**config.mk**
```make
export PLATFORM = sky130hd
export DESIGN_NAME = websocket_frame_deframer_top
export DESIGN_NICKNAME = d
export VERILOG_FILES = /design/src/rtl/core/wsdf_pkg.sv /design/src/rtl/core/websocket_frame_deframer_top.sv /design/src/rtl/core/wsdf_in_reg.sv /design/src/rtl/core/wsdf_parser.sv /design/src/rtl/core/wsdf_out_reg.sv
export SDC_FILE = /design/constraint.sdc
export NUM_CORES = 1
export LEC_CHECK = 0
export BUFFER_PORTS_ARGS = -buffer_cell sky130_fd_sc_hd__buf_2
export CAP_MARGIN = 30
export CORE_ASPECT_RATIO = 1.25
export CORE_MARGIN = 2
export CORE_UTILIZATION = 25
export DETAILED_ROUTE_END_ITERATION = 16
export HOLD_SLACK_MARGIN = 0.03
export REMOVE_ABC_BUFFERS = 1
export SLEW_MARGIN = 5
export SYNTH_ARGS = -nofsm -noshare
export SYNTH_HDL_FRONTEND = slang
export SYNTH_SLANG_ARGS = --single-unit
export TNS_END_PERCENT = 20
```
**constraint.sdc**
```tcl
create_clock -name clock -period 4.7 [get_ports clock]
set_input_delay 0 -clock clock [delete_from_list [all_inputs] [get_ports clock]]
set_output_delay 0 -clock clock [all_outputs]
set_load 0.005 [all_outputs]
```
**src/rtl/core/wsdf_pkg.sv**
```systemverilog
// Shared types and constants for the WebSocket frame deframer.
// Used by every module of the block; depends on nothing else.
package wsdf_pkg;

   // Result kinds carried on the result channel's tuser.
   typedef enum logic [1:0] {
      EV_HEADER  = 2'd0,
      EV_PAYLOAD = 2'd1,
      EV_ERROR   = 2'd2
   } event_kind_type;

   localparam int BYTE_W   = 8;
   localparam int OPCODE_W = 4;
   localparam int LENGTH_W = 64;
   localparam int KIND_W   = 2;
   // payload_byte, frame_opcode, final_flag, masked_flag, payload_length = 78 bits
   localparam int FIELDS_W = BYTE_W + OPCODE_W + 1 + 1 + LENGTH_W;
   localparam int TDATA_W  = ((FIELDS_W + 7) / 8) * 8;

   // One result item as it leaves the parser.
   typedef struct packed {
      event_kind_type        event_kind;
      logic [BYTE_W-1:0]     payload_byte;
      logic [OPCODE_W-1:0]   frame_opcode;
      logic                  final_flag;
      logic                  masked_flag;
      logic [LENGTH_W-1:0]   payload_length;
      logic                  last_of_frame;
   } rsp_type;

endpackage

```
**src/rtl/core/websocket_frame_deframer_top.sv**
```systemverilog
// WebSocket frame deframer, top level.
// Bytes of a received frame stream enter on req_*, one item per byte.
// Results leave on rsp_*: tuser gives the kind (0 header complete,
// 1 payload byte, 2 reserved bits error), tlast marks the final result of a frame.
// tdata carries the unmasked payload byte, opcode, FIN, mask flag and the
// decoded 64-bit payload length of the current frame.
// A result passes from the input register through the parse logic into the
// result register. Throughput: one byte per cycle while a held result does not
// stall the result register; the parse step is a single pass of logic between
// the input register and the result register. Header bytes, length bytes and
// mask key bytes give no result except the byte that completes the header and
// a first header byte with reserved bits set, which gives the error result.
// After a reserved-bits error every byte is accepted and dropped until reset.
// Reset clears the parser to expect the first header byte and empties both
// registers. When the receiver holds rsp_tready low on a held result, the
// result register holds it and the input register takes one more byte, if it
// is empty, before req_tready drops.
// Depends on wsdf_pkg, wsdf_in_reg, wsdf_parser and wsdf_out_reg.
module websocket_frame_deframer_top (
   input  logic                         clock,
   input  logic                         reset,
   input  logic                         req_tvalid,
   output logic                         req_tready,
   input  logic [wsdf_pkg::BYTE_W-1:0]  req_tdata,   // [7:0] rx_byte
   output logic                         rsp_tvalid,
   input  logic                         rsp_tready,
   // [7:0] payload_byte, [11:8] frame_opcode, [12] final_flag,
   // [13] masked_flag, [77:14] payload_length, [79:78] zero
   output logic [wsdf_pkg::TDATA_W-1:0] rsp_tdata,
   output logic [wsdf_pkg::KIND_W-1:0]  rsp_tuser,   // [1:0] event_kind
   output logic                         rsp_tlast    // last_of_frame
);
   import wsdf_pkg::*;

   logic              advance;
   logic              byte_valid;
   logic [BYTE_W-1:0] byte_data;
   logic              res_valid;
   rsp_type           res;
   rsp_type           rsp;

   wsdf_in_reg u_in_reg (
      .clock      (clock),
      .reset      (reset),
      .req_tvalid (req_tvalid),
      .req_tready (req_tready),
      .req_tdata  (req_tdata),
      .advance    (advance),
      .byte_valid (byte_valid),
      .byte_data  (byte_data)
   );

   wsdf_parser u_parser (
      .clock     (clock),
      .reset     (reset),
      .step      (byte_valid && advance),
      .rx_byte   (byte_data),
      .res_valid (res_valid),
      .res       (res)
   );

   wsdf_out_reg u_out_reg (
      .clock     (clock),
      .reset     (reset),
      .res_valid (res_valid),
      .res       (res),
      .advance   (advance),
      .rsp_valid (rsp_tvalid),
      .rsp_ready (rsp_tready),
      .rsp       (rsp)
   );

   // Pack the result fields, lowest field in the lowest bits.
   assign rsp_tdata = {{(TDATA_W-FIELDS_W){1'b0}}, rsp.payload_length, rsp.masked_flag,
                       rsp.final_flag, rsp.frame_opcode, rsp.payload_byte};
   assign rsp_tuser = rsp.event_kind;
   assign rsp_tlast = rsp.last_of_frame;

endmodule

```
**src/rtl/core/wsdf_in_reg.sv**
```systemverilog
// Input register of the deframer: holds one received byte and its valid flag.
// Depends on wsdf_pkg.
module wsdf_in_reg (
   input  logic                        clock,
   input  logic                        reset,
   input  logic                        req_tvalid,
   output logic                        req_tready,
   input  logic [wsdf_pkg::BYTE_W-1:0] req_tdata,
   input  logic                        advance,
   output logic                        byte_valid,
   output logic [wsdf_pkg::BYTE_W-1:0] byte_data
);
   import wsdf_pkg::*;

   logic              valid_ff;
   logic              valid_in;
   logic [BYTE_W-1:0] data_ff;

   // The register takes a new item when it is empty or moving on this cycle.
   assign req_tready = !valid_ff || advance;
   assign valid_in   = req_tready ? req_tvalid : valid_ff;

   always_ff @(posedge clock) begin
      if (reset) begin
         valid_ff <= 1'b0;
      end else begin
         valid_ff <= valid_in;
      end
   end

   // Payload needs no reset.
   always_ff @(posedge clock) begin
      if (req_tready && req_tvalid) begin
         data_ff <= req_tdata;
      end
   end

   assign byte_valid = valid_ff;
   assign byte_data  = data_ff;

endmodule

```
**src/rtl/core/wsdf_parser.sv**
```systemverilog
// Frame parser: header state, extended length, mask key and payload unmasking.
// Consumes one byte per step and produces at most one result. Depends on wsdf_pkg.
module wsdf_parser (
   input  logic                        clock,
   input  logic                        reset,
   input  logic                        step,
   input  logic [wsdf_pkg::BYTE_W-1:0] rx_byte,
   output logic                        res_valid,
   output wsdf_pkg::rsp_type           res
);
   import wsdf_pkg::*;

   typedef enum logic [2:0] {
      PH_HDR0,
      PH_HDR1,
      PH_EXTLEN,
      PH_KEY,
      PH_PAYLOAD,
      PH_ERROR
   } phase_type;

   localparam logic [BYTE_W-1:0] RSV_MASK = 8'h70;
   localparam logic [6:0]        LEN_EXT16 = 7'd126;
   localparam logic [6:0]        LEN_EXT64 = 7'd127;
   localparam logic [3:0]        EXT16_BYTES = 4'd2;
   localparam logic [3:0]        EXT64_BYTES = 4'd8;
   localparam logic [3:0]        KEY_BYTES   = 4'd4;

   phase_type           phase_ff, phase_in;
   logic                fin_ff, fin_in;
   logic [OPCODE_W-1:0] opc_ff, opc_in;
   logic                mask_on_ff, mask_on_in;
   logic [LENGTH_W-1:0] len_ff, len_in;
   logic [3:0]          left_ff, left_in;
   logic [31:0]         key_ff, key_in;
   // Holds the payload position plus one, so the last-byte test is a plain compare.
   logic [LENGTH_W-1:0] pos_inc_ff, pos_inc_in;
   logic [1:0]          kidx_ff, kidx_in;

   logic              hdr_done;
   logic              emit;
   event_kind_type    kind;
   logic [BYTE_W-1:0] out_byte;
   logic              last;
   logic [BYTE_W-1:0] key_byte;

   // Key byte for the current payload position, most significant byte first.
   always_comb begin
      case (kidx_ff)
         2'd0:    key_byte = key_ff[31:24];
         2'd1:    key_byte = key_ff[23:16];
         2'd2:    key_byte = key_ff[15:8];
         default: key_byte = key_ff[7:0];
      endcase
   end

   // Next state and result for the byte at the parser input.
   always_comb begin
      phase_in   = phase_ff;
      fin_in     = fin_ff;
      opc_in     = opc_ff;
      mask_on_in = mask_on_ff;
      len_in     = len_ff;
      left_in    = left_ff;
      key_in     = key_ff;
      pos_inc_in = pos_inc_ff;
      kidx_in    = kidx_ff;
      hdr_done   = 1'b0;
      emit       = 1'b0;
      kind       = EV_HEADER;
      out_byte   = '0;
      last       = 1'b0;

      case (phase_ff)
         PH_HDR0: begin
            fin_in = rx_byte[7];
            opc_in = rx_byte[OPCODE_W-1:0];
            if ((rx_byte & RSV_MASK) != '0) begin
               mask_on_in = 1'b0;
               len_in     = '0;
               phase_in   = PH_ERROR;
               emit       = 1'b1;
               kind       = EV_ERROR;
               last       = 1'b1;
            end else begin
               phase_in = PH_HDR1;
            end
         end
         PH_HDR1: begin
            mask_on_in = rx_byte[7];
            if (rx_byte[6:0] == LEN_EXT16 || rx_byte[6:0] == LEN_EXT64) begin
               len_in   = '0;
               left_in  = (rx_byte[6:0] == LEN_EXT16) ? EXT16_BYTES : EXT64_BYTES;
               phase_in = PH_EXTLEN;
            end else begin
               len_in = {{(LENGTH_W-7){1'b0}}, rx_byte[6:0]};
               if (rx_byte[7]) begin
                  left_in  = KEY_BYTES;
                  phase_in = PH_KEY;
               end else begin
                  hdr_done = 1'b1;
               end
            end
         end
         PH_EXTLEN: begin
            len_in  = {len_ff[LENGTH_W-BYTE_W-1:0], rx_byte};
            left_in = left_ff - 4'd1;
            if (left_in == 4'd0) begin
               if (mask_on_ff) begin
                  left_in  = KEY_BYTES;
                  phase_in = PH_KEY;
               end else begin
                  hdr_done = 1'b1;
               end
            end
         end
         PH_KEY: begin
            key_in  = {key_ff[23:0], rx_byte};
            left_in = left_ff - 4'd1;
            if (left_in == 4'd0) begin
               hdr_done = 1'b1;
            end
         end
         PH_PAYLOAD: begin
            out_byte   = mask_on_ff ? (rx_byte ^ key_byte) : rx_byte;
            kidx_in    = kidx_ff + 2'd1;
            pos_inc_in = pos_inc_ff + 64'd1;
            last       = (pos_inc_ff >= len_ff);
            emit       = 1'b1;
            kind       = EV_PAYLOAD;
            if (last) begin
               phase_in = PH_HDR0;
            end
         end
         default: begin
            // Error state: bytes are taken and dropped until reset.
         end
      endcase

      // Header complete: an empty payload closes the frame right here.
      if (hdr_done) begin
         pos_inc_in = 64'd1;
         kidx_in    = 2'd0;
         last       = (len_in == '0);
         phase_in   = last ? PH_HDR0 : PH_PAYLOAD;
         emit       = 1'b1;
         kind       = EV_HEADER;
      end
   end

   always_ff @(posedge clock) begin
      if (reset) begin
         phase_ff   <= PH_HDR0;
         fin_ff     <= 1'b0;
         opc_ff     <= '0;
         mask_on_ff <= 1'b0;
         len_ff     <= '0;
         left_ff    <= '0;
         key_ff     <= '0;
         pos_inc_ff <= '0;
         kidx_ff    <= '0;
      end else if (step) begin
         phase_ff   <= phase_in;
         fin_ff     <= fin_in;
         opc_ff     <= opc_in;
         mask_on_ff <= mask_on_in;
         len_ff     <= len_in;
         left_ff    <= left_in;
         key_ff     <= key_in;
         pos_inc_ff <= pos_inc_in;
         kidx_ff    <= kidx_in;
      end
   end

   // The result always reflects the frame state after this byte.
   assign res_valid          = step && emit;
   assign res.event_kind     = kind;
   assign res.payload_byte   = out_byte;
   assign res.frame_opcode   = opc_in;
   assign res.final_flag     = fin_in;
   assign res.masked_flag    = mask_on_in;
   assign res.payload_length = len_in;
   assign res.last_of_frame  = last;

endmodule

```
**src/rtl/core/wsdf_out_reg.sv**
```systemverilog
// Result register of the deframer: holds one finished result until it is taken.
// Depends on wsdf_pkg.
module wsdf_out_reg (
   input  logic              clock,
   input  logic              reset,
   input  logic              res_valid,
   input  wsdf_pkg::rsp_type res,
   output logic              advance,
   output logic              rsp_valid,
   input  logic              rsp_ready,
   output wsdf_pkg::rsp_type rsp
);
   import wsdf_pkg::*;

   logic    valid_ff;
   logic    valid_in;
   rsp_type data_ff;

   // The pipeline moves whenever this register is empty or being drained.
   assign advance  = !valid_ff || rsp_ready;
   assign valid_in = advance ? res_valid : valid_ff;

   always_ff @(posedge clock) begin
      if (reset) begin
         valid_ff <= 1'b0;
      end else begin
         valid_ff <= valid_in;
      end
   end

   always_ff @(posedge clock) begin
      if (advance && res_valid) begin
         data_ff <= res;
      end
   end

   assign rsp_valid = valid_ff;
   assign rsp       = data_ff;

endmodule

```
==> results of run 1 <==
-- registers in the layout, summed over array words and instances (netlist names) --
name and cells:
u_parser.key_ff 32, u_parser.mask_on_ff 1, u_parser.pos_inc_ff 64, u_out_reg.rsp_valid 1, u_parser.opc_ff 4, u_parser.fin_ff 1
u_parser.kidx_ff 2, u_out_reg.rsp 81, u_in_reg.byte_valid 1, u_in_reg.byte_data 8, u_parser.left_ff 4, u_parser.phase_ff 3
u_parser.len_ff 64
-- cell usage in the layout (no fill, tap or decap), types with 30 or more instances in the layout --
cell | netlist | layout
nor2_1 | 203 | 203
dfxtp_1 | 177 | 177
nand2_1 | 176 | 176
a21oi_1 | 126 | 126
inv_1 | 94 | 93
buf_2 | 11 | 93
o21ai_0 | 90 | 90
edfxtp_1 | 89 | 89
ha_1 | 71 | 71
nand4_1 | 36 | 36
nor3_1 | 37 | 35
clkbuf_16 | 0 | 30
-- cells by family (layout without fill, tap and decap cells) --
group | count (synthesis) | after routing | share of synthesized area (%)
AOI/OAI and AO/OA | 313 | 313 | 14.4
xor gates and xnor gates | 50 | 50 | 3.42
adders and majority gates | 71 | 71 | 6.93
buffers and inverters | 171 | 271 | 5.32
DFF | 266 | 266 | 48.5
muxes | 7 | 7 | 0.615
other | 1 | 2 | 0.0293
and+or+nand+nor | 569 | 569 | 20.7
-- worst register-to-register path, cell delays in order (launching register included) --
cell and delay (ns):
dfxtp_1 0.60, nor2_1 0.12, nand2_1 0.43, inv_1 0.16, a311o_2 0.49, o21ai_0 0.32, clkinv_2 0.43, buf_4 0.42
-- stage by stage --
step | worst slack [ns] | TNS [ns] | utilization [%] | area (um^2) | hold slack, ns
finish | 1.39 | 0 | 29.9 | 15100 | 0.133
global route | 1.10 | 0 | 29.9 | 15100 | 0.125
global placement | 1.48 | 0 | 27.5 | 13900 | 0.184
CTS | 1.32 | 0 | 29.9 | 15100 | 0.112
floorplan | -1.51 | -160.90 | - | 12500 | 0.0691
detailed placement | 1.33 | 0 | 27.6 | 13900 | 0.181
-- metal layers --
| metal | part of all wire (%) | wire (um) |
|---|---|---|
| met5 | 0.035 | 13 |
| met3 | 6.4 | 2370 |
| met1 | 45 | 16700 |
| met2 | 46 | 16900 |
| met4 | 2.7 | 1010 |
-- report_power, final --
part           switching, mW  internal, mW
Sequential            0.0469          2.45
Clock                  0.993          1.45
Combinational          0.242         0.110
Total                   1.28          4.01
-- worst max-delay path by stage --
stage / end / from / depth (start not counted)
6_report: u_out_reg.rsp[14]$_DFFE_PP_ / u_parser.phase_ff[0]$_SDFFE_PP0P_ / 7
5_1_grt: u_out_reg.rsp[14]$_DFFE_PP_ / u_parser.phase_ff[0]$_SDFFE_PP0P_ / 7
4_1_cts: u_out_reg.rsp[72]$_SDFFCE_PN0P_ / u_parser.phase_ff[0]$_SDFFE_PP0P_ / 7
3_5_place_dp: u_out_reg.rsp[23]$_DFFE_PP_ / u_parser.phase_ff[0]$_SDFFE_PP0P_ / 7
3_3_place_gp: u_out_reg.rsp[76]$_SDFFCE_PN0P_ / u_parser.phase_ff[0]$_SDFFE_PP0P_ / 7
2_1_floorplan: u_out_reg.rsp[0]$_DFFE_PP_ / u_out_reg.rsp_valid$_SDFFE_PP0P_ / 4
-- timing repair --
item	4_1_cts	5_1_grt
hold buffers	12	0
endpoints found under the hold margin	58	0
endpoints found under the setup margin	0	0
-- layout make-up --
cell class	count	area, um^2	share of cell area [%]
sequential	266	6220	41.2
multi-input combinational	1012	5940	39.4
tap	658	823	5.46
clock buffer	32	758	5.03
timing repair buffer	120	702	4.65
inverter	95	358	2.37
clock inverter	24	285	1.89
==> run metrics, run 1 <==
status=finished clean; Fillers=5255; Row Count=92; WP buf/inv=3; Reg clk slew, reported paths=around 0.06 ns; drt total wl=37000 um; Clock Tree Buf Depth=3; DP HPWL=26700 um; DRT iter0 DRCs=994; first-pass GRT wire length=57800 um; Worst path slowest cell=dfxtp_1; fin crit share=a little over 70%; Synth Cell Area=~13000 um^2; Crit path largest cell delay=about 0.60 ns; die area=53100 um^2; R2R depth=7; Distinct cells, synth=60; Worst Path Required=4.97 ns; post-synth top area share=27.7%; CTS buffer count=30; Worst Hold Class=in -> reg; global placement routability congestion=a little under 0.9; synth-to-layout area growth=17.7%; Die Ht=257 um; CP Class=reg -> reg; RR Startpoint=u_parser.phase_ff[0]$_SDFFE_PP0P_; met2 Use GR=22.0%; Overflow after GRT=0; final cell count without fillers=2207; synthesized area per cell=8.85 um^2; Synth async-reset ratio=0%; post-placement cell count=2139; Post-synth EDFFs=89; WP data arrival=3.58 ns; Post-synth top cells=203 x nor2_1, 177 x dfxtp_1, 176 x nand2_1, 126 x a21oi_1, 94 x inv_1; Final Hold Fails=0; Vias=10708; critical path, cell by cell=nor2_1 -> nand2_1 -> inv_1 -> a311o_2 -> o21ai_0 -> clkinv_2 -> buf_4; GRT busiest layer=met2; met3 GRT Util=2.20%; port buffer count=94; met1 Use GR=19.1%; post-synthesis register bit count=266; Worst Skew=around 0.03 ns; share of cells above drive strength 1=12.3%; worst-margin pin slew=approximately 1 ns; Max-Cap Viols=0; synth top area cells=dfxtp_1 28%, edfxtp_1 21%, ha_1 6.9%; r2r setup slk=approximately 1.4 ns; most numerous cell in the Yosys netlist=nor2_1; Initial Util=between 20% and 30%; post-CTS setup buffer count=0; min cycle time layout=3.31 ns; main flop type after synthesis=dfxtp_1; CP delay by family, top=buffers and inverters; mean number of vias per cell=roughly 4.9; CTS tree=yes; Skew-Pair Late Insertion Delay=0.57 ns; # diodes=0; initial antenna violation count=1; largest net degree at the start of global routing=75; # setup viols final=0; die width=206 um; largest area contributor in the netlist=dfxtp_1; CP Capture Type=flip-flop; total iterations of the first detailed-routing run=9; Slew Limit Fails=0; Final nets=around 1600; post-synthesis sequential area ratio=48.5%; Final ANT Viol Nets=0; DR DRC count=0; CTS Root Cell=clkbuf_16; hold path depth=2; Critical Path Start Type=flip-flop; GRT Total Usage=13.8%; Synth warnings=0; RSZ-0062 raised after global routing=no; worst-case vdd ir drop=0.241 mV; Synth Instances=1448; wire per inst=16.8 um; Slew headroom=31.7%; total power=5.29 mW; Core Region=50500 um^2; Clock Sinks=266; RR Endpoint=u_out_reg.rsp[14]$_DFFE_PP_; Pwr Density=between 300 and 400 nW/um^2; IO Pins=97; Resized cells post-CTS=0; Achievable Freq=302 MHz; Critical Path Fanout Max=32; Clock H-tree levels=1; vias in the first global route=10080; Hold Crit Endpoint=u_in_reg.byte_data[4]$_DFFE_PP_; Leak Pwr=5.48 nW; Hold Startpoint=req_tdata[4]
(Power assumes the default switching activity.)
==> run 2: changes to the inputs <==
- clock period: 4.7 -> 3.4 ns (I/O delays scaled with it)
==> run metrics, run 2 (synthesis results as in run 1) <==
status=finished clean; die area=53100 um^2; worst-case vdd ir drop=0.379 mV; wire per inst=17.2 um; multi-input logic area=5940 um^2; Slew Limit Fails=0; RSZ-0062 raised after global routing=no; die width=slightly above 200 um; share of cells above drive strength 1=about an eighth; Resized cells post-CTS=0; Final ANT Viol Nets=0; Overflow after GRT=0; WL met1=16500 um; commonest cells after routing, fill and taps aside=203 x nor2_1, 177 x dfxtp_1, 176 x nand2_1; DR WL met2=17800 um; min cycle time layout=approximately 2.9 ns; Worst Path Required=3.64 ns; mean number of vias per cell=~5.0; CTS buffer count=30; IO Pins=97; drt total wl=38200 um; CP Class=reg -> reg; Max-Cap Viols=0; total iterations of the first detailed-routing run=6; DP HPWL=27700 um; synth-to-layout area growth=18.0%; CP Capture Type=flip-flop; highest routed metal layer=met4; Reg clk slew, reported paths=0.07 ns; global placement routability congestion=0.878; fin crit share=85.8%; # setup viols final=0; Achievable Freq=between 300 and 400 MHz; Final Hold Fails=0; Row Count=92; Sequential Area=6220 um^2; worst-margin pin slew=0.848 ns; post-CTS setup buffer count=0; Worst Hold Class=in -> reg; largest net degree at the start of global routing=61; Worst Skew=0.0278 ns; vias in the first global route=10546; GRT Total Usage=14.1%; CTS Root Cell=clkbuf_16; Finished Core Util=29.9%; DR DRC count=0; Post-DP Area=14000 um^2; Initial Util=25.4%; Fillers=about 5200; first-pass GRT wire length=59500 um; Leak Pwr=~5.5 nW; Slew headroom=43.0%; WP data arrival=roughly 3.2 ns; Clock Tree Buf Depth=3; DRT iter0 DRCs=about 840; initial antenna violation count=1; Pwr Density=475 nW/um^2; Clock H-tree levels=1; Critical Path Fanout Max=48; port buffer count=94; commonest non-fill, non-tap cell in the layout=nor2_1; Vias=about 11000; Final nets=1619; Critical Path Start Type=flip-flop; Core Region=50500 um^2; max reg flops=81; cts hold-fix bufs=12; Clock Sinks=roughly 270; CTS tree=yes; Final Instance Area=15100 um^2; Die Ht=approximately 260 um; Skew-Pair Late Insertion Delay=0.58 ns; DR WL met3=2570 um
## run 2: changes by cell type in the layout (fill, tap and decap cells not counted)
cell | previous run | this run
buf_12 | 0 | 1
buf_4 | 14 | 25
buf_6 | 1 | 0
bufinv_16 | 5 | 1
clkbuf_16 | 30 | 31
clkbuf_8 | 0 | 1
clkinv_1 | 2 | 0
clkinv_2 | 7 | 8
diode_2 | 0 | 1
inv_4 | 0 | 1
inv_6 | 1 | 2
inv_8 | 0 | 1
## run 2: where the power goes
part | internal [mW] | switching, mW | total, mW
clock network | 1.79 | 1.44 | 3.23
logic | 0.165 | 0.341 | 0.506
registers | 3.38 | 0.0633 | 3.44
total | 5.34 | 1.84 | 7.18
## run 2: metrics by stage
| stage | hold WS, ns | TNS, ns | power [mW] | std cells | setup WS [ns] |
|---|---|---|---|---|---|
| global placement | 0.182 | 0 | 4.00 | 2150 | 0.553 |
| CTS | 0.114 | 0 | 7.23 | 2218 | 0.528 |
| detailed placement | 0.179 | 0 | 4.01 | 2150 | 0.540 |
| floorplan | 0.0691 | -411.77 | 3.75 | 1373 | -2.81 |
| finish | 0.128 | 0 | 7.18 | 2219 | 0.483 |
| global route | 0.127 | 0 | 7.42 | 2218 | 0.294 |
## run 2: per-layer routing
metal | GRT usage (%) | up-vias
met5 | 0 | -
met1 | 18.8 | 5267
met2 | 23.2 | 405
li1 | - | 5245
met3 | 2.04 | 82
met4 | 4.40 | 0
## run 2: critical path, cell delays in order (launching register included)
cell      delay [ns]
dfxtp_1         0.71
nand2b_1        0.38
a21oi_1         0.14
a311o_2         0.49
o21ai_0         0.36
clkinv_2        0.11
buf_4           0.33
## run 2: final cells by class
type,instances,area share (%)
multi-input cells,1012,39.3
diodes,1,0.0165
well taps,658,5.44
inverters,95,2.37
clock inverters,22,1.25
repair buffers,131,5.25
flip-flops and latches,266,41.1
clock buffers,34,5.27
## run 2: worst paths after layout
check,start,to,slack [ns],cells past startpoint
worst max-delay path,u_parser.phase_ff[2]$_SDFFE_PP0P_,u_out_reg.rsp[39]$_DFFE_PP_,0.48,6
worst min-delay path,req_tdata[3],u_in_reg.byte_data[3]$_DFFE_PP_,0.13,2
worst max register to register,u_parser.phase_ff[2]$_SDFFE_PP0P_,u_out_reg.rsp[39]$_DFFE_PP_,0.48,6
worst min register to register,u_parser.key_ff[31]$_SDFFE_PP0P_,u_parser.key_ff[31]$_SDFFE_PP0P_,0.46,2
